$ cat src/hw/rtl/cfrd_pkg.sv
package cfrd_pkg;

  localparam logic [31:0] MAGIC_PLAIN   = 32'hA1B2C3D4;
  localparam logic [31:0] MAGIC_SWAPPED = 32'hD4C3B2A1;

  // last byte position of each header
  localparam logic [4:0] GLOBAL_LAST_POS = 5'd23;
  localparam logic [4:0] RECORD_LAST_POS = 5'd15;

  // record header word end positions
  localparam logic [4:0] POS_WORD0 = 5'd3;
  localparam logic [4:0] POS_WORD1 = 5'd7;
  localparam logic [4:0] POS_WORD2 = 5'd11;

  typedef enum logic [1:0] {
    PH_GLOBAL  = 2'd0,
    PH_RECORD  = 2'd1,
    PH_PAYLOAD = 2'd2,
    PH_HALT    = 2'd3
  } phase_t;

  typedef enum logic [1:0] {
    KIND_HEADER    = 2'd0,
    KIND_PAYLOAD   = 2'd1,
    KIND_BAD_MAGIC = 2'd2
  } kind_t;

  typedef struct packed {
    kind_t       result_kind;
    logic [31:0] ts_seconds;
    logic [31:0] ts_microseconds;
    logic [31:0] capture_length;
    logic [7:0]  payload_byte;
    logic        last_in_packet;
  } result_t;

  function automatic logic [31:0] byte_reverse(input logic [31:0] w);
    return {w[7:0], w[15:8], w[23:16], w[31:24]};
  endfunction

endpackage

$ cat src/hw/rtl/cfrd_byte_if.sv
interface cfrd_byte_if;
  logic       valid;
  logic       ready;
  logic [7:0] in_byte;

  modport source (output valid, output in_byte, input ready);
  modport sink   (input valid, input in_byte, output ready);
endinterface

$ cat src/hw/rtl/cfrd_result_if.sv
interface cfrd_result_if;
  logic        valid;
  logic        ready;
  logic [1:0]  result_kind;
  logic [31:0] ts_seconds;
  logic [31:0] ts_microseconds;
  logic [31:0] capture_length;
  logic [7:0]  payload_byte;
  logic        last_in_packet;

  modport source (output valid, output result_kind, output ts_seconds,
                  output ts_microseconds, output capture_length,
                  output payload_byte, output last_in_packet, input ready);
  modport sink   (input valid, input result_kind, input ts_seconds,
                  input ts_microseconds, input capture_length,
                  input payload_byte, input last_in_packet, output ready);
endinterface

$ cat src/hw/rtl/cfrd_parser.sv
module cfrd_parser
  import cfrd_pkg::*;
(
  input  logic       clk,
  input  logic       rst_n,
  input  logic       step,
  input  logic [7:0] byte_in,
  output logic       emit,
  output result_t    result
);

  phase_t      phase_r, phase_nxt;
  logic [4:0]  count_r, count_nxt;
  logic        swap_r, swap_nxt;
  logic [31:0] word_r, word_nxt;
  logic [31:0] sec_r, sec_nxt;
  logic [31:0] usec_r, usec_nxt;
  logic [31:0] remain_r, remain_nxt;
  logic [31:0] field;
  logic [31:0] remain_dec;
  logic        emit_c;
  result_t     res_c;

  assign word_nxt   = {byte_in, word_r[31:8]};
  assign field      = swap_r ? byte_reverse(word_nxt) : word_nxt;
  assign remain_dec = remain_r - 32'd1;

  always_comb begin
    phase_nxt  = phase_r;
    count_nxt  = count_r;
    swap_nxt   = swap_r;
    sec_nxt    = sec_r;
    usec_nxt   = usec_r;
    remain_nxt = remain_r;
    emit_c     = 1'b0;
    res_c      = '0;
    case (phase_r)
      PH_PAYLOAD: begin
        remain_nxt           = remain_dec;
        emit_c               = 1'b1;
        res_c.result_kind    = KIND_PAYLOAD;
        res_c.payload_byte   = byte_in;
        res_c.last_in_packet = (remain_dec == '0);
        if (remain_dec == '0) begin
          phase_nxt = PH_RECORD;
          count_nxt = '0;
        end
      end
      PH_GLOBAL: begin
        count_nxt = count_r + 5'd1;
        if (count_r == POS_WORD0) begin
          if (word_nxt == MAGIC_PLAIN) begin
            swap_nxt = 1'b0;
          end else if (word_nxt == MAGIC_SWAPPED) begin
            swap_nxt = 1'b1;
          end else begin
            phase_nxt         = PH_HALT;
            emit_c            = 1'b1;
            res_c.result_kind = KIND_BAD_MAGIC;
          end
        end
        if (count_r >= GLOBAL_LAST_POS && phase_nxt != PH_HALT) begin
          phase_nxt = PH_RECORD;
          count_nxt = '0;
        end
      end
      PH_RECORD: begin
        count_nxt = count_r + 5'd1;
        if (count_r == POS_WORD0) begin
          sec_nxt = field;
        end else if (count_r == POS_WORD1) begin
          usec_nxt = field;
        end else if (count_r == POS_WORD2) begin
          remain_nxt = field;
        end
        if (count_r >= RECORD_LAST_POS) begin
          count_nxt             = '0;
          emit_c                = 1'b1;
          res_c.result_kind     = KIND_HEADER;
          res_c.ts_seconds      = sec_r;
          res_c.ts_microseconds = usec_r;
          res_c.capture_length  = remain_r;
          res_c.last_in_packet  = (remain_r == '0);
          phase_nxt             = (remain_r == '0) ? PH_RECORD : PH_PAYLOAD;
        end
      end
      default: begin
        // halted after a bad magic word: drop everything
      end
    endcase
  end

  assign emit   = step & emit_c;
  assign result = res_c;

  always_ff @(posedge clk) begin
    if (!rst_n) begin
      phase_r  <= PH_GLOBAL;
      count_r  <= '0;
      swap_r   <= 1'b0;
      word_r   <= '0;
      sec_r    <= '0;
      usec_r   <= '0;
      remain_r <= '0;
    end else if (step) begin
      phase_r  <= phase_nxt;
      count_r  <= count_nxt;
      swap_r   <= swap_nxt;
      sec_r    <= sec_nxt;
      usec_r   <= usec_nxt;
      remain_r <= remain_nxt;
      if (phase_r == PH_GLOBAL || phase_r == PH_RECORD) begin
        word_r <= word_nxt;
      end
    end
  end

endmodule

$ cat src/hw/rtl/capture_file_record_deframer_top.sv
// Channel   Dir  Payload                                         Handshake
// in_ch     in   in_byte                                         valid/ready
// out_ch    out  result_kind, ts_seconds, ts_microseconds,       valid/ready
//                capture_length, payload_byte, last_in_packet
//
// One byte per cycle sustained while out_ch is ready; a byte transferred in passes
// through the input register, then the result register, before its result can
// transfer out.
// rst_n is synchronous, active low; after reset the global header is expected.
// A stalled result register holds the input register, which then holds in_ch.
module capture_file_record_deframer_top
  import cfrd_pkg::*;
(
  input  logic  clk,
  input  logic  rst_n,
  cfrd_byte_if.sink     in_ch,
  cfrd_result_if.source out_ch
);

  logic       in_v_r;
  logic [7:0] in_byte_r;
  logic       out_v_r;
  result_t    res_r;
  logic       advance;
  logic       emit;
  result_t    result;

  // advance the held byte when the result register is free or draining
  assign advance     = in_v_r & (~out_v_r | out_ch.ready);
  assign in_ch.ready = ~in_v_r | advance;

  always_ff @(posedge clk) begin
    if (!rst_n) begin
      in_v_r <= 1'b0;
    end else if (in_ch.ready) begin
      in_v_r <= in_ch.valid;
    end
  end

  always_ff @(posedge clk) begin
    if (in_ch.ready && in_ch.valid) begin
      in_byte_r <= in_ch.in_byte;
    end
  end

  cfrd_parser u_parser (
    .clk     (clk),
    .rst_n   (rst_n),
    .step    (advance),
    .byte_in (in_byte_r),
    .emit    (emit),
    .result  (result)
  );

  always_ff @(posedge clk) begin
    if (!rst_n) begin
      out_v_r <= 1'b0;
    end else if (emit) begin
      out_v_r <= 1'b1;
    end else if (out_ch.ready) begin
      out_v_r <= 1'b0;
    end
  end

  always_ff @(posedge clk) begin
    if (emit) begin
      res_r <= result;
    end
  end

  assign out_ch.valid           = out_v_r;
  assign out_ch.result_kind     = res_r.result_kind;
  assign out_ch.ts_seconds      = res_r.ts_seconds;
  assign out_ch.ts_microseconds = res_r.ts_microseconds;
  assign out_ch.capture_length  = res_r.capture_length;
  assign out_ch.payload_byte    = res_r.payload_byte;
  assign out_ch.last_in_packet  = res_r.last_in_packet;

`ifndef SYNTHESIS
  // never overwrite a result that is still waiting
  a_no_overwrite: assert property (@(posedge clk) disable iff (!rst_n)
    !(emit && out_v_r && !out_ch.ready))
    else $error("result overwritten while stalled");

  a_hold_input: assert property (@(posedge clk) disable iff (!rst_n)
    in_v_r && !advance |=> in_v_r && $stable(in_byte_r))
    else $error("held byte lost during stall");

  a_header_last: assert property (@(posedge clk) disable iff (!rst_n)
    out_v_r && res_r.result_kind == KIND_HEADER
      |-> res_r.last_in_packet == (res_r.capture_length == 32'd0))
    else $error("header last flag disagrees with length");

  a_payload_clean: assert property (@(posedge clk) disable iff (!rst_n)
    out_v_r && res_r.result_kind == KIND_PAYLOAD
      |-> res_r.ts_seconds == 32'd0 && res_r.capture_length == 32'd0)
    else $error("payload result carries header fields");
`endif

endmodule

$ cat src/flat_wrapper.sv
// flat-port wrapper written by rule: the top's interface ports become plain ports
module capture_file_record_deframer_top_flat import cfrd_pkg::*;
  (clk, rst_n, in_ch_valid, in_ch_in_byte, in_ch_ready, out_ch_valid, out_ch_result_kind, out_ch_ts_seconds, out_ch_ts_microseconds, out_ch_capture_length, out_ch_payload_byte, out_ch_last_in_packet, out_ch_ready);
  cfrd_byte_if in_ch_i ();
  cfrd_result_if out_ch_i ();
  input  logic clk;
  input  logic rst_n;
  input wire logic [$bits(in_ch_i.valid)-1:0] in_ch_valid;
  input wire logic [$bits(in_ch_i.in_byte)-1:0] in_ch_in_byte;
  output wire logic [$bits(in_ch_i.ready)-1:0] in_ch_ready;
  output wire logic [$bits(out_ch_i.valid)-1:0] out_ch_valid;
  output wire logic [$bits(out_ch_i.result_kind)-1:0] out_ch_result_kind;
  output wire logic [$bits(out_ch_i.ts_seconds)-1:0] out_ch_ts_seconds;
  output wire logic [$bits(out_ch_i.ts_microseconds)-1:0] out_ch_ts_microseconds;
  output wire logic [$bits(out_ch_i.capture_length)-1:0] out_ch_capture_length;
  output wire logic [$bits(out_ch_i.payload_byte)-1:0] out_ch_payload_byte;
  output wire logic [$bits(out_ch_i.last_in_packet)-1:0] out_ch_last_in_packet;
  input wire logic [$bits(out_ch_i.ready)-1:0] out_ch_ready;
  assign in_ch_i.valid = in_ch_valid;
  assign in_ch_i.in_byte = in_ch_in_byte;
  assign in_ch_ready = in_ch_i.ready;
  assign out_ch_valid = out_ch_i.valid;
  assign out_ch_result_kind = out_ch_i.result_kind;
  assign out_ch_ts_seconds = out_ch_i.ts_seconds;
  assign out_ch_ts_microseconds = out_ch_i.ts_microseconds;
  assign out_ch_capture_length = out_ch_i.capture_length;
  assign out_ch_payload_byte = out_ch_i.payload_byte;
  assign out_ch_last_in_packet = out_ch_i.last_in_packet;
  assign out_ch_i.ready = out_ch_ready;
  capture_file_record_deframer_top u_core (.clk(clk), .rst_n(rst_n), .in_ch(in_ch_i), .out_ch(out_ch_i));
endmodule
$ cat config.mk
export PLATFORM = sky130hd
export DESIGN_NAME = capture_file_record_deframer_top_flat
export DESIGN_NICKNAME = d
export VERILOG_FILES = /design/src/hw/rtl/cfrd_pkg.sv /design/src/hw/rtl/cfrd_byte_if.sv /design/src/hw/rtl/cfrd_result_if.sv /design/src/hw/rtl/cfrd_parser.sv /design/src/hw/rtl/capture_file_record_deframer_top.sv /design/src/flat_wrapper.sv
export SDC_FILE = /design/constraint.sdc
export NUM_CORES = 1
export LEC_CHECK = 0
export BUFFER_PORTS_ARGS = -buffer_cell sky130_fd_sc_hd__buf_2
export CAP_MARGIN = 20
export CORE_ASPECT_RATIO = 0.75
export CORE_MARGIN = 5
export CORE_UTILIZATION = 53
export DETAILED_ROUTE_END_ITERATION = 16
export PLACE_DENSITY = 0.76
export SYNTH_ARGS = -nofsm -noshare
export SYNTH_HDL_FRONTEND = slang
export SYNTH_SLANG_ARGS = --single-unit
$ cat constraint.sdc
create_clock -name clk -period 11.9 [get_ports clk]
set_input_delay 2.38 -clock clk [delete_from_list [all_inputs] [get_ports clk]]
set_output_delay 2.38 -clock clk [all_outputs]
set_load 0.03 [all_outputs]
==> results of run 1 <==
## state kept, by name, indices dropped and copies added, names as in the netlist
name / count
u_core.in_v_r: 1
u_core.out_ch.payload_byte: 8
u_core.out_ch.result_kind: 2
u_core.u_parser.sec_r: 32
u_core.in_byte_r: 8
u_core.out_ch.ts_seconds: 32
u_core.u_parser.remain_r: 32
u_core.u_parser.count_r: 5
u_core.out_ch.ts_microseconds: 32
u_core.u_parser.usec_r: 32
u_core.u_parser.phase_r: 2
u_core.out_ch.last_in_packet: 1
u_core.out_ch.valid: 1
u_core.out_ch.capture_length: 32
u_core.u_parser.word_r: 24
u_core.u_parser.swap_r: 1
## power by group through the flow
stage	Combinational (mW)	Clock, mW	Sequential, mW
floorplan	0.0238	0	0.904
global placement	0.0371	0	0.906
detailed placement	0.0375	0	0.906
CTS	0.0377	0.765	0.887
global route	0.0412	0.800	0.888
finish	0.0383	0.757	0.888
## layer usage
metal  part of all wire [%]  up-vias  track usage (%)
li1                       -     4058                -
met1                     46     4028             35.3
met5                      0        -                0
met4                    2.3        0             5.36
met2                     43      378             34.5
met3                    8.5       47             4.11
## cells in the mapped netlist, types with 6 or more instances
library cell and n:
mux2i_1 38, and2_1 106, nor3_1 36, nor2_1 144
and3_1 7, nor3b_1 6, inv_1 13, a31oi_1 6
a21oi_1 63, clkbuf_1 70, ha_1 8, edfxtp_1 115
o21ai_0 50, a22oi_1 7, nand4_1 12, dfxtp_1 130
nand3_1 16, a211oi_1 68, nor4_1 14, nand2_1 81
nor4b_1 6
## metrics by stage
step	cell area, um2	utilization (%)	hold slack [ns]
floorplan	10800	-	0.453
finish	12300	61.4	0.488
detailed placement	11500	57.4	0.479
CTS	12300	61.3	0.488
global route	12300	61.4	0.508
global placement	11500	57.4	0.466
## kinds of logic after synthesis
family	synth area share, %
compound gates	13.5
xor+xnor	0.326
fa+ha+maj	0.930
buf+inv	3.23
flops	56.3
mux	3.53
simple gates	22.2
## final timing paths
| path | startpoint | end | slack [ns] | depth (start not counted) |
|---|---|---|---|---|
| worst min register to register | u_core.u_parser.word_r[11] | u_core.u_parser.word_r[11] | 0.49 | 2 |
| worst max register to register | u_core.u_parser.remain_r[0] | u_core.u_parser.count_r[2] | 7.83 | 10 |
| worst max-delay path | out_ch_ready | in_ch_ready | 6.52 | 4 |
| worst min-delay path | u_core.u_parser.word_r[11] | u_core.u_parser.word_r[11] | 0.49 | 2 |
## final cells by class
| cell class | instances | area share (%) |
|---|---|---|
| well taps | 258 | 2.62 |
| inverters | 14 | 0.436 |
| clock inverters | 9 | 0.740 |
| clock buffers | 35 | 5.70 |
| multi-input cells | 745 | 35.7 |
| repair buffers | 133 | 5.72 |
| flip-flops and latches | 245 | 49.1 |
## worst reg2reg max path: stages, from the launching register on
cell     delay (ns)
dfxtp_1        0.40
inv_1          0.14
ha_1           0.32
nor4b_2        0.82
nand4_1        0.50
xnor2_1        0.26
a221o_1        0.27
nor4_1         0.26
a21oi_1        0.33
or4b_1         0.54
a21oi_1        0.15
## cells in the final DEF, fill, tap and decap left out, drive strengths merged, types with 4 or more instances in the layout
cell type and instances:
nor2 144, buf 133, dfxtp 130, edfxtp 115, and2 107, nand2 81, a211oi 68, a21oi 63
o21ai 51, mux2i 38, nor3 37, clkbuf 35, nand3 16, nor4 14, nand4 12, inv 12
clkinv 9, ha 8, a22oi 7, and3 7, nor4b 7, a31oi 6, nor3b 6, and4 5
nand4b 5, o21a 4, or3 4, or4b 4
==> results.rst, run 1 <==
.. list-table::
   :header-rows: 1

   * - Metric
     - Value
   * - Run status
     - finished, final reports clean
   * - Root buffer cell
     - clkbuf_16
   * - Non-filler cells in the finished layout
     - between 1000 and 1500
   * - Data required time of the worst path
     - ~9.5 ns
   * - Count of endpoints failing setup in the final report
     - 0
   * - Number of synthesized register bits
     - roughly 250
   * - TritonRoute pass-1 iters
     - 5
   * - Die outline area
     - 23300 um2
   * - Number of slew-limit violations in the final report
     - 0
   * - Average size of a mapped cell
     - 9.99 um2
   * - Time the final worst path needs with I/O delays and setup
     - approximately 5.4 ns
   * - Routability congestion estimate from global placement
     - between 0.9 and 1
   * - Yosys warning total
     - 0
   * - Leading register cell type out of synthesis
     - dfxtp_1
   * - Clock Skews
     - between 0.015 and 0.02 ns
   * - Cell occurring most often along the worst timing path
     - buf_2
   * - Clock latency at the later pin of the worst-skew pair
     - approximately 0.52 ns
   * - Crit start category
     - primary input
   * - Post-CTS Setup Inserts
     - 0
   * - IR drop worst, VDD
     - roughly 0.085 mV
   * - Total global routing overflow
     - 0
   * - H-tree level count
     - 1
   * - Standard cell core area
     - 20100 um2
   * - Global router's overall resource usage
     - roughly 23%
   * - Leakage power figure
     - 4.47 nW
   * - Via count of the first global-routing pass
     - 7649
   * - Via count
     - about 8500
   * - Worst-path maximum fanout
     - 5
   * - Cts bufs inserted
     - 24
   * - Routed wire length per instance
     - just under 20 um
   * - Initial core utilization
     - 53.6%
   * - Post-synthesis sequential area ratio
     - a little under three fifths
   * - EDFF count, synth
     - between 100 and 150
   * - Post-synthesis async set-or-reset flop share
     - 0%
   * - Global-route wire length before repair
     - roughly 43 mm
   * - Clock-pin slew reported for the worst setup and hold paths after clock tree synthesis
     - 0.07 ns
   * - Highest clock rate
     - roughly 190 MHz
   * - Buf+Inv Stages, Crit Path
     - 2
   * - Proportion of power drawn by flip-flops and latches
     - about 53%
   * - Cell Area, Synth
     - around 11000 um2
   * - Width of the chip
     - around 170 um
   * - Initial DRC Count
     - around 990
   * - Number of I/O port buffers
     - 120
   * - Number of antenna violations at the first check in global routing
     - 0
   * - Placement-stage worst setup slack
     - between 6 and 7 ns
   * - Total area of sequential cells
     - 6060 um2
   * - Worst setup margin
     - around 6.5 ns
   * - Multi-input logic area
     - 4410 um2
   * - Dpl cells
     - ~1400
   * - Total Negative Setup Slacks
     - 0 ns
   * - Post-detailed-routing wire length
     - roughly 28 mm
   * - Post-CTS resize count
     - 0
   * - # clock sinks
     - 245
   * - Estimated wirelength of the detail-placed design
     - around 19 mm
   * - Net Sw Frac
     - between 20% and 30%
   * - Clock buffer depth
     - 3
   * - Largest delay share family, worst path
     - simple AND/OR/NAND/NOR gates
   * - Clock network fraction of design power
     - 45.0%
   * - Final antenna diode count
     - 0
   * - # DRC
     - 0
   * - Element type at the critical path end
     - primary output
   * - Start-to-end type of the worst setup path
     - in2out
   * - Cell with the biggest individual delay on the critical path
     - nor2b_1
   * - Area Growth Syn to Fin
     - 14.6%
   * - I/O pin total
     - 121
   * - Cell variety after synth
     - 66
   * - Data arrival time of the critical path
     - approximately 3 ns
   * - Period Utilization, post-route
     - a little under half
   * - Fraction of post-synthesis cell area in the top cell type by area
     - 32.1%
   * - Dominant cells by area after synthesis
     - edfxtp_1 32%, dfxtp_1 24%, and2_1 6.2%
   * - Pwr Density
     - 136 nW/um2
   * - Via density per instance
     - 5.91
   * - CTS tree
     - yes
   * - Measured slew at the worst slew-check pin
     - between 1 and 1.5 ns
   * - Crit-path cells
     - buf_2 > nor2b_1 > nand2_1 > buf_2
   * - Final layout net count
     - between 1000 and 1500
   * - Count of hold buffers inserted by post-cts repair
     - 0
   * - Min-delay worst type
     - reg2reg
   * - Hold Fails Final Rpt
     - 0
   * - RSZ-0062 raised after global routing
     - no
   * - Synthesized instance count
     - 1078
   * - Number of core rows
     - 45
   * - Internal power
     - around 1.3 mW
   * - Dominant cell type by area after synthesis
     - edfxtp_1
   * - Fraction of layout instances using a drive strength above 1
     - approximately 16%
   * - Post-route total power
     - 1.68 mW
   * - Biggest cell delay along the critical path
     - 0.24 ns
   * - Combinational Power Share
     - between 2 and 2.5%
   * - Max_slew headroom
     - about 28%
   * - Count of fill cells added during filler insertion
     - 1684
   * - Power spent charging and discharging nets
     - 0.359 mW
   * - Post-route antenna net violation count
     - 0
   * - Pin count of the biggest net entering global routing
     - 100
   * - Max capacitance violation total
     - 0
   * - Synthesized netlist net count
     - ~1100
   * - Chip Height
     - approximately 130 um
No activity file was read; power rests on OpenSTA's default activity.
==> inputs of run 2 (changes only) <==
clock period = 4.4 ns   (was 11.9 ns; I/O delays follow)
==> run 2 against run 1 <==
First-iteration DRC count decreased by 3.9%; power grew to 2.7 times the previous value; core utilization up 0.30 points; setup slack got worse by 6.0 ns; clock-buffer cell count did not move; routed wire length is 1.9% higher; die area unchanged; final area increased by 0.49%; combinational power increased to 2.8 times the previous value; sequential share of layout area down 0.23 points; worst hold slack better by 0.0016 ns.
==> results.rst, run 2 (same netlist as run 1, synthesis figures left out) <==
.. list-table::
   :header-rows: 1

   * - Metric
     - Value
   * - Run status
     - finished, final reports clean
   * - CTS tree
     - yes
   * - Clock network fraction of design power
     - 45.1% (about the same)
   * - Time the final worst path needs with I/O delays and setup
     - just under 4 ns
   * - Initial DRC Count
     - 953 (-3.9%)
   * - Width of the chip
     - 175 um (unchanged)
   * - Element type at the critical path end
     - flop
   * - Clock-pin slew reported for the worst setup and hold paths after clock tree synthesis
     - 0.06 ns (about the same)
   * - Non-filler cells in the finished layout
     - 1442 (+0.21%)
   * - Hold Fails Final Rpt
     - 0 (unchanged)
   * - # DRC
     - 0 (unchanged)
   * - Routability congestion estimate from global placement
     - 1.00 (+5.7%)
   * - Final Cell Area
     - 12400 um2 (+0.49%)
   * - Post-route antenna net violation count
     - 0 (unchanged)
   * - Chip Height
     - 133 um (unchanged)
   * - Routing layer with the top usage in global route
     - met1
   * - Routing usage on met2
     - 35.1% (+0.58 points)
   * - Final antenna diode count
     - 0 (unchanged)
   * - Leakage power figure
     - 4.49 nW (+0.41%)
   * - # clock sinks
     - 245 (unchanged)
   * - I/O pin total
     - 121 (unchanged)
   * - Net Sw Frac
     - 21.2% (-0.15 points)
   * - Power spent charging and discharging nets
     - 0.968 mW (+170%)
   * - Via count
     - 8609 (+1.2%)
   * - Routed wire length per instance
     - 19.8 um (+1.7%)
   * - Count of hold buffers inserted by post-cts repair
     - 0 (unchanged)
   * - Period Utilization, post-route
     - between 80 and 90%
   * - Dpl cells
     - 1396 (+0.14%)
   * - Max_slew headroom
     - 30.4% (+2.9 points)
   * - Most common cell after layout, fill and taps aside
     - nor2_1
   * - Fraction of layout instances using a drive strength above 1
     - 16.5% (+0.13 points)
   * - Total Negative Setup Slacks
     - 0 ns (unchanged)
   * - Number of core rows
     - 45 (unchanged)
   * - Measured slew at the worst slew-check pin
     - 1.04 ns (-0.0439 ns)
   * - Highest clock rate
     - around 260 MHz
   * - Combinational Power Share
     - 2.4% (about the same)
   * - Count of endpoints failing setup in the final report
     - 0 (unchanged)
   * - Max capacitance violation total
     - 0 (unchanged)
   * - Clock latency at the later pin of the worst-skew pair
     - 0.53 ns (about the same)
   * - Post-CTS Setup Inserts
     - 0 (unchanged)
   * - Area after detailed placement
     - 11600 um2 (+0.33%)
   * - Estimated wirelength of the detail-placed design
     - 18.9 mm (+2.0%)
   * - Commonest cells after routing, fill and taps aside
     - 141 x nor2_1, 128 x dfxtp_1, 120 x buf_2
   * - Count of fill cells added during filler insertion
     - 1643 (-2.4%)
   * - Final layout net count
     - 1186 (+0.25%)
   * - Post-Route Hold Slack
     - 0.490 ns (+0.00156 ns)
   * - Global router's overall resource usage
     - 23.9% (+0.75 points)
   * - Post-detailed-routing wire length
     - 28.5 mm (+1.9%)
   * - Via count of the first global-routing pass
     - 7812 (+2.1%)
   * - TritonRoute pass-1 iters
     - 5 (unchanged)
   * - Number of slew-limit violations in the final report
     - 0 (unchanged)
   * - Global-route wire length before repair
     - 44.4 mm (+3.0%)
   * - Internal power
     - 3.61 mW (+170%)
   * - Clock Skews
     - 0.0212 ns (+0.00564 ns)
   * - Cell with the biggest individual delay on the critical path
     - or4_1
   * - Cts bufs inserted
     - 24 (unchanged)
   * - Pwr Density
     - 369 nW/um2 (+170%)
   * - Pin count of the biggest net entering global routing
     - 111 (+11%)
   * - Post-CTS resize count
     - 0 (unchanged)
   * - Via density per instance
     - 5.97 (+0.94%)
   * - Final core utilization
     - 61.7% (+0.30 points)
   * - Proportion of power drawn by flip-flops and latches
     - 52.5% (-0.2 points)
   * - Number of I/O port buffers
     - 120 (unchanged)
   * - RSZ-0062 raised after global routing
     - no
   * - Global routing usage on met1
     - 36.6% (+1.3 points)
   * - Start-to-end type of the worst setup path
     - reg2reg
   * - Met3 routing resource usage after global routing
     - 4.60% (+0.48 points)
   * - Die outline area
     - 23300 um2 (unchanged)
   * - Number of antenna violations at the first check in global routing
     - 0 (unchanged)
   * - H-tree level count
     - 1 (unchanged)
   * - Data arrival time of the critical path
     - 4.35 ns (+1.35 ns)
   * - Initial core utilization
     - 53.6% (unchanged)
   * - Total global routing overflow
     - 0 (unchanged)
   * - Area Growth Syn to Fin
     - 15.2%
   * - Crit start category
     - flop
   * - Standard cell core area
     - 20100 um2 (unchanged)
   * - Worst-path maximum fanout
     - 12 (+7)
   * - Biggest cell delay along the critical path
     - 0.55 ns (+0.31 ns)
   * - Data required time of the worst path
     - 4.84 ns (-4.68 ns)
   * - Clock buffer depth
     - 3 (unchanged)
   * - Root buffer cell
     - clkbuf_16
   * - IR drop worst, VDD
     - 0.315 mV (+270%)
   * - Crit-path cells
     - inv_1 > ha_1 > or4b_4 > o21a_1 > or4_1 > nand4bb_1 > nor4_1 > a21oi_1 > or4_1 > a21oi_1
   * - Min-delay worst type
     - reg2reg
-- run 2: layout make-up --
cell class	instances	area, um2	share of cell area, %
Tap cell	258	323	2.60
Inverter	14	55.1	0.444
Clock buffer	35	683	5.51
Clock inverter	9	106	0.858
Sequential cell	245	6060	48.9
Multi-Input combinational cell	745	4410	35.6
Timing Repair Buffer	136	761	6.13
-- run 2: stage by stage --
stage / setup WS [ns] / total power [mW]
2_1_floorplan: 0.00470 / 2.51
3_3_place_gp: 0.662 / 2.55
3_5_place_dp: 0.633 / 2.55
4_1_cts: 0.602 / 4.58
5_1_grt: 0.256 / 4.71
6_report: 0.492 / 4.58
-- run 2: final timing paths --
kind	start	endpoint	slack (ns)	cells past startpoint
max	u_core.u_parser.remain_r[0]	u_core.u_parser.count_r[3]	0.49	10
min	u_core.u_parser.count_r[1]	u_core.u_parser.count_r[1]	0.49	2
max reg2reg	u_core.u_parser.remain_r[0]	u_core.u_parser.count_r[3]	0.49	10
min reg2reg	u_core.u_parser.count_r[1]	u_core.u_parser.count_r[1]	0.49	2
-- run 2: power by group through the flow --
| stage | logic [mW] | clock network (mW) | registers [mW] |
|---|---|---|---|
| finish | 0.109 | 2.07 | 2.40 |
| global route | 0.116 | 2.19 | 2.40 |
| CTS | 0.104 | 2.08 | 2.40 |
| detailed placement | 0.103 | 0 | 2.45 |
| global placement | 0.103 | 0 | 2.45 |
| floorplan | 0.0651 | 0 | 2.45 |
-- run 2: per-layer routing --
| metal | up-vias | wire, um | share of wire [%] |
|---|---|---|---|
| met2 | 400 | 12200 | 43 |
| met3 | 43 | 2530 | 8.9 |
| met1 | 4088 | 13200 | 46 |
| li1 | 4078 | - | - |
| met4 | 0 | 531 | 1.9 |
| met5 | - | 0 | 0 |
-- run 2: worst max-delay path: cells and delay by family, from the launching register on --
family | cells | cell delay (ns)
buffers and inverters | 1 | 0.14
AO/OA/AOI/OAI | 3 | 0.72
flip-flops | 1 | 0.39
AND/OR/NAND/NOR | 5 | 2.26
adder cells (fa/ha/maj) | 1 | 0.32
==> inputs of run 3 (changes only) <==
BUFFER_PORTS_ARGS = -buffer_cell sky130_fd_sc_hd__buf_4   (was -buffer_cell sky130_fd_sc_hd__buf_2)
TNS_END_PERCENT = 5   (was unset)
==> run 3 against run 2 <==
Routed wire length decreased by 0.94%; power up 0.30%; setup slack worse by 0.0010 ns; fmax about the same; via count fell by 1.5%; die area unchanged; worst hold slack improved by 0.0014 ns; clock skew is 0.014 ns lower; sequential share of layout area down 1.0 points; flip-flop and latch count did not move; critical path type unchanged; largest power group unchanged; highest routed layer unchanged.
==> results.rst, run 3 (same netlist as run 1, synthesis figures left out) <==
.. list-table::
   :header-rows: 1

   * - Metric
     - Value
   * - Min-delay worst type
     - reg2reg
   * - # clock sinks
     - 245 (unchanged)
   * - Clock latency at the later pin of the worst-skew pair
     - 0.51 ns (-0.02 ns)
   * - Total Negative Setup Slacks
     - 0 ns (unchanged)
   * - Estimated wirelength of the detail-placed design
     - 19.0 mm (+0.40%)
   * - Clock Skews
     - 0.00744 ns (-0.0138 ns)
   * - Count of endpoints failing setup in the final report
     - 0 (unchanged)
   * - Start-to-end type of the worst setup path
     - reg2reg
   * - RSZ-0062 raised after global routing
     - no
   * - Placement-stage worst setup slack
     - 0.611 ns (-0.0217 ns)
   * - Run status
     - finished, final reports clean
   * - Max capacitance violation total
     - 0 (unchanged)
   * - Routed wire length per instance
     - 19.6 um (-0.87%)
   * - Highest clock rate
     - 256 MHz (about the same)
   * - Hold Fails Final Rpt
     - 0 (unchanged)
   * - Area Growth Syn to Fin
     - 17.7%
   * - Worst-path maximum fanout
     - 12 (unchanged)
   * - Initial core utilization
     - 53.6% (unchanged)
   * - Width of the chip
     - 175 um (unchanged)
   * - Data required time of the worst path
     - 4.83 ns (about the same)
   * - TritonRoute pass-1 iters
     - 5 (unchanged)
   * - I/O pin total
     - 121 (unchanged)
   * - Via count of the first global-routing pass
     - 7967 (+2.0%)
   * - Routability congestion estimate from global placement
     - 0.977 (-2.4%)
   * - Total global routing overflow
     - 0 (unchanged)
   * - Post-Route Hold Slack
     - 0.491 ns (+0.00135 ns)
   * - Number of I/O port buffers
     - 120 (unchanged)
   * - Crit start category
     - flop
   * - # DRC
     - 0 (unchanged)
   * - Dpl cells
     - 1397 (+0.072%)
   * - Standard cell core area
     - 20100 um2 (unchanged)
   * - Count of hold buffers inserted by post-cts repair
     - 0 (unchanged)
   * - Final layout net count
     - 1185 (-0.084%)
   * - Post-route antenna net violation count
     - 0 (unchanged)
   * - Pwr Density
     - 362 nW/um2 (-1.8%)
   * - Data arrival time of the critical path
     - 4.34 ns (about the same)
   * - Number of slew-limit violations in the final report
     - 0 (unchanged)
   * - Final antenna diode count
     - 0 (unchanged)
   * - Clock-pin slew reported for the worst setup and hold paths after clock tree synthesis
     - 0.06 ns (about the same)
   * - Post-detailed-routing wire length
     - 28.3 mm (-0.94%)
   * - Non-filler cells in the finished layout
     - 1441 (-0.069%)
   * - Leakage power figure
     - 4.56 nW (+1.5%)
   * - Clock buffer depth
     - 3 (unchanged)
   * - Period Utilization, post-route
     - 88.8% (about the same)
   * - Cts bufs inserted
     - 24 (unchanged)
   * - Via density per instance
     - 5.89 (-1.4%)
   * - Commonest cells after routing, fill and taps aside
     - 143 x nor2_1, 135 x buf_4, 128 x dfxtp_1
   * - Measured slew at the worst slew-check pin
     - 1.09 ns (+0.0453 ns)
   * - Final core utilization
     - 63.0% (+1.3 points)
   * - Time the final worst path needs with I/O delays and setup
     - 3.91 ns (+0.00105 ns)
   * - CTS tree
     - yes
   * - Pin count of the biggest net entering global routing
     - 92 (-17%)
   * - Number of antenna violations at the first check in global routing
     - 0 (unchanged)
   * - Most common cell after layout, fill and taps aside
     - nor2_1
   * - Number of core rows
     - 45 (unchanged)
   * - Root buffer cell
     - clkbuf_16
   * - Element type at the critical path end
     - flop
   * - Initial DRC Count
     - 921 (-3.4%)
   * - Chip Height
     - 133 um (unchanged)
   * - Post-CTS resize count
     - 0 (unchanged)
   * - Post-CTS Setup Inserts
     - 0 (unchanged)
   * - Global-route wire length before repair
     - 44.6 mm (+0.42%)
   * - H-tree level count
     - 1 (unchanged)
   * - Via count
     - 8483 (-1.5%)
   * - Max_slew headroom
     - 27.4% (-3.0 points)
   * - Fraction of layout instances using a drive strength above 1
     - 16.3% (-0.16 points)
   * - Die outline area
     - 23300 um2 (unchanged)
   * - Global router's overall resource usage
     - 23.8% (-0.028 points)
   * - Worst setup margin
     - 0.491 ns (-0.00105 ns)
   * - IR drop worst, VDD
     - 0.231 mV (-27%)
## run 3: cell types whose count changed in the layout (fill, tap and decap cells not counted), sizes merged
cell / change
clkinv: +2
clkinvlp: -1
clkbuf: -1
buf: -1
## run 3: path summary, 6_finish.rpt
| check | start | endpoint | slack (ns) | cells past startpoint |
|---|---|---|---|---|
| worst max-delay path | u_core.u_parser.remain_r[0] | u_core.u_parser.count_r[2] | 0.49 | 10 |
| worst max register to register | u_core.u_parser.remain_r[0] | u_core.u_parser.count_r[2] | 0.49 | 10 |
| worst min register to register | u_core.u_parser.count_r[1] | u_core.u_parser.count_r[1] | 0.49 | 2 |
| worst min-delay path | u_core.u_parser.count_r[1] | u_core.u_parser.count_r[1] | 0.49 | 2 |
## run 3: layout make-up
cell class / instances / area (um2)
Clock buffer: 34 / 701
Clock inverter: 10 / 108
Fill cell: 1621 / 7430
Inverter: 14 / 55.1
Multi-Input combinational cell: 745 / 4410
Sequential cell: 245 / 6060
Tap cell: 258 / 323
Timing Repair Buffer: 135 / 1010
## run 3: routing by layer
metal,GRT usage (%),vias up,share of wire (%)
li1,-,4052,-
met4,5.54,0,1.9
met1,36.3,4040,47
met3,4.09,40,8.1
met5,0,-,0
met2,35.7,351,43
## run 3: per-stage QoR
step / total power [mW] / area [um2]
after detailed placement: 2.56 / 11900
final: 4.59 / 12700
after global routing: 4.72 / 12700
after CTS: 4.61 / 12700
after floorplan: 2.51 / 10800
after global placement: 2.56 / 11900
## run 3: where the power goes
group	switching, mW	total [mW]	internal, mW
Clock	0.848	2.08	1.23
Sequential	0.0219	2.40	2.38
Combinational	0.0782	0.109	0.0304
Total	0.948	4.59	3.64
## run 3: critical path, cell delays in order (launching register included)
cell	delay, ns
dfxtp_1	0.37
inv_1	0.14
ha_1	0.32
or4b_4	0.51
o21a_1	0.21
or4_1	0.55
nand4bb_1	0.22
nor4_1	0.48
a21oi_1	0.36
or4b_1	0.54
a21oi_1	0.14
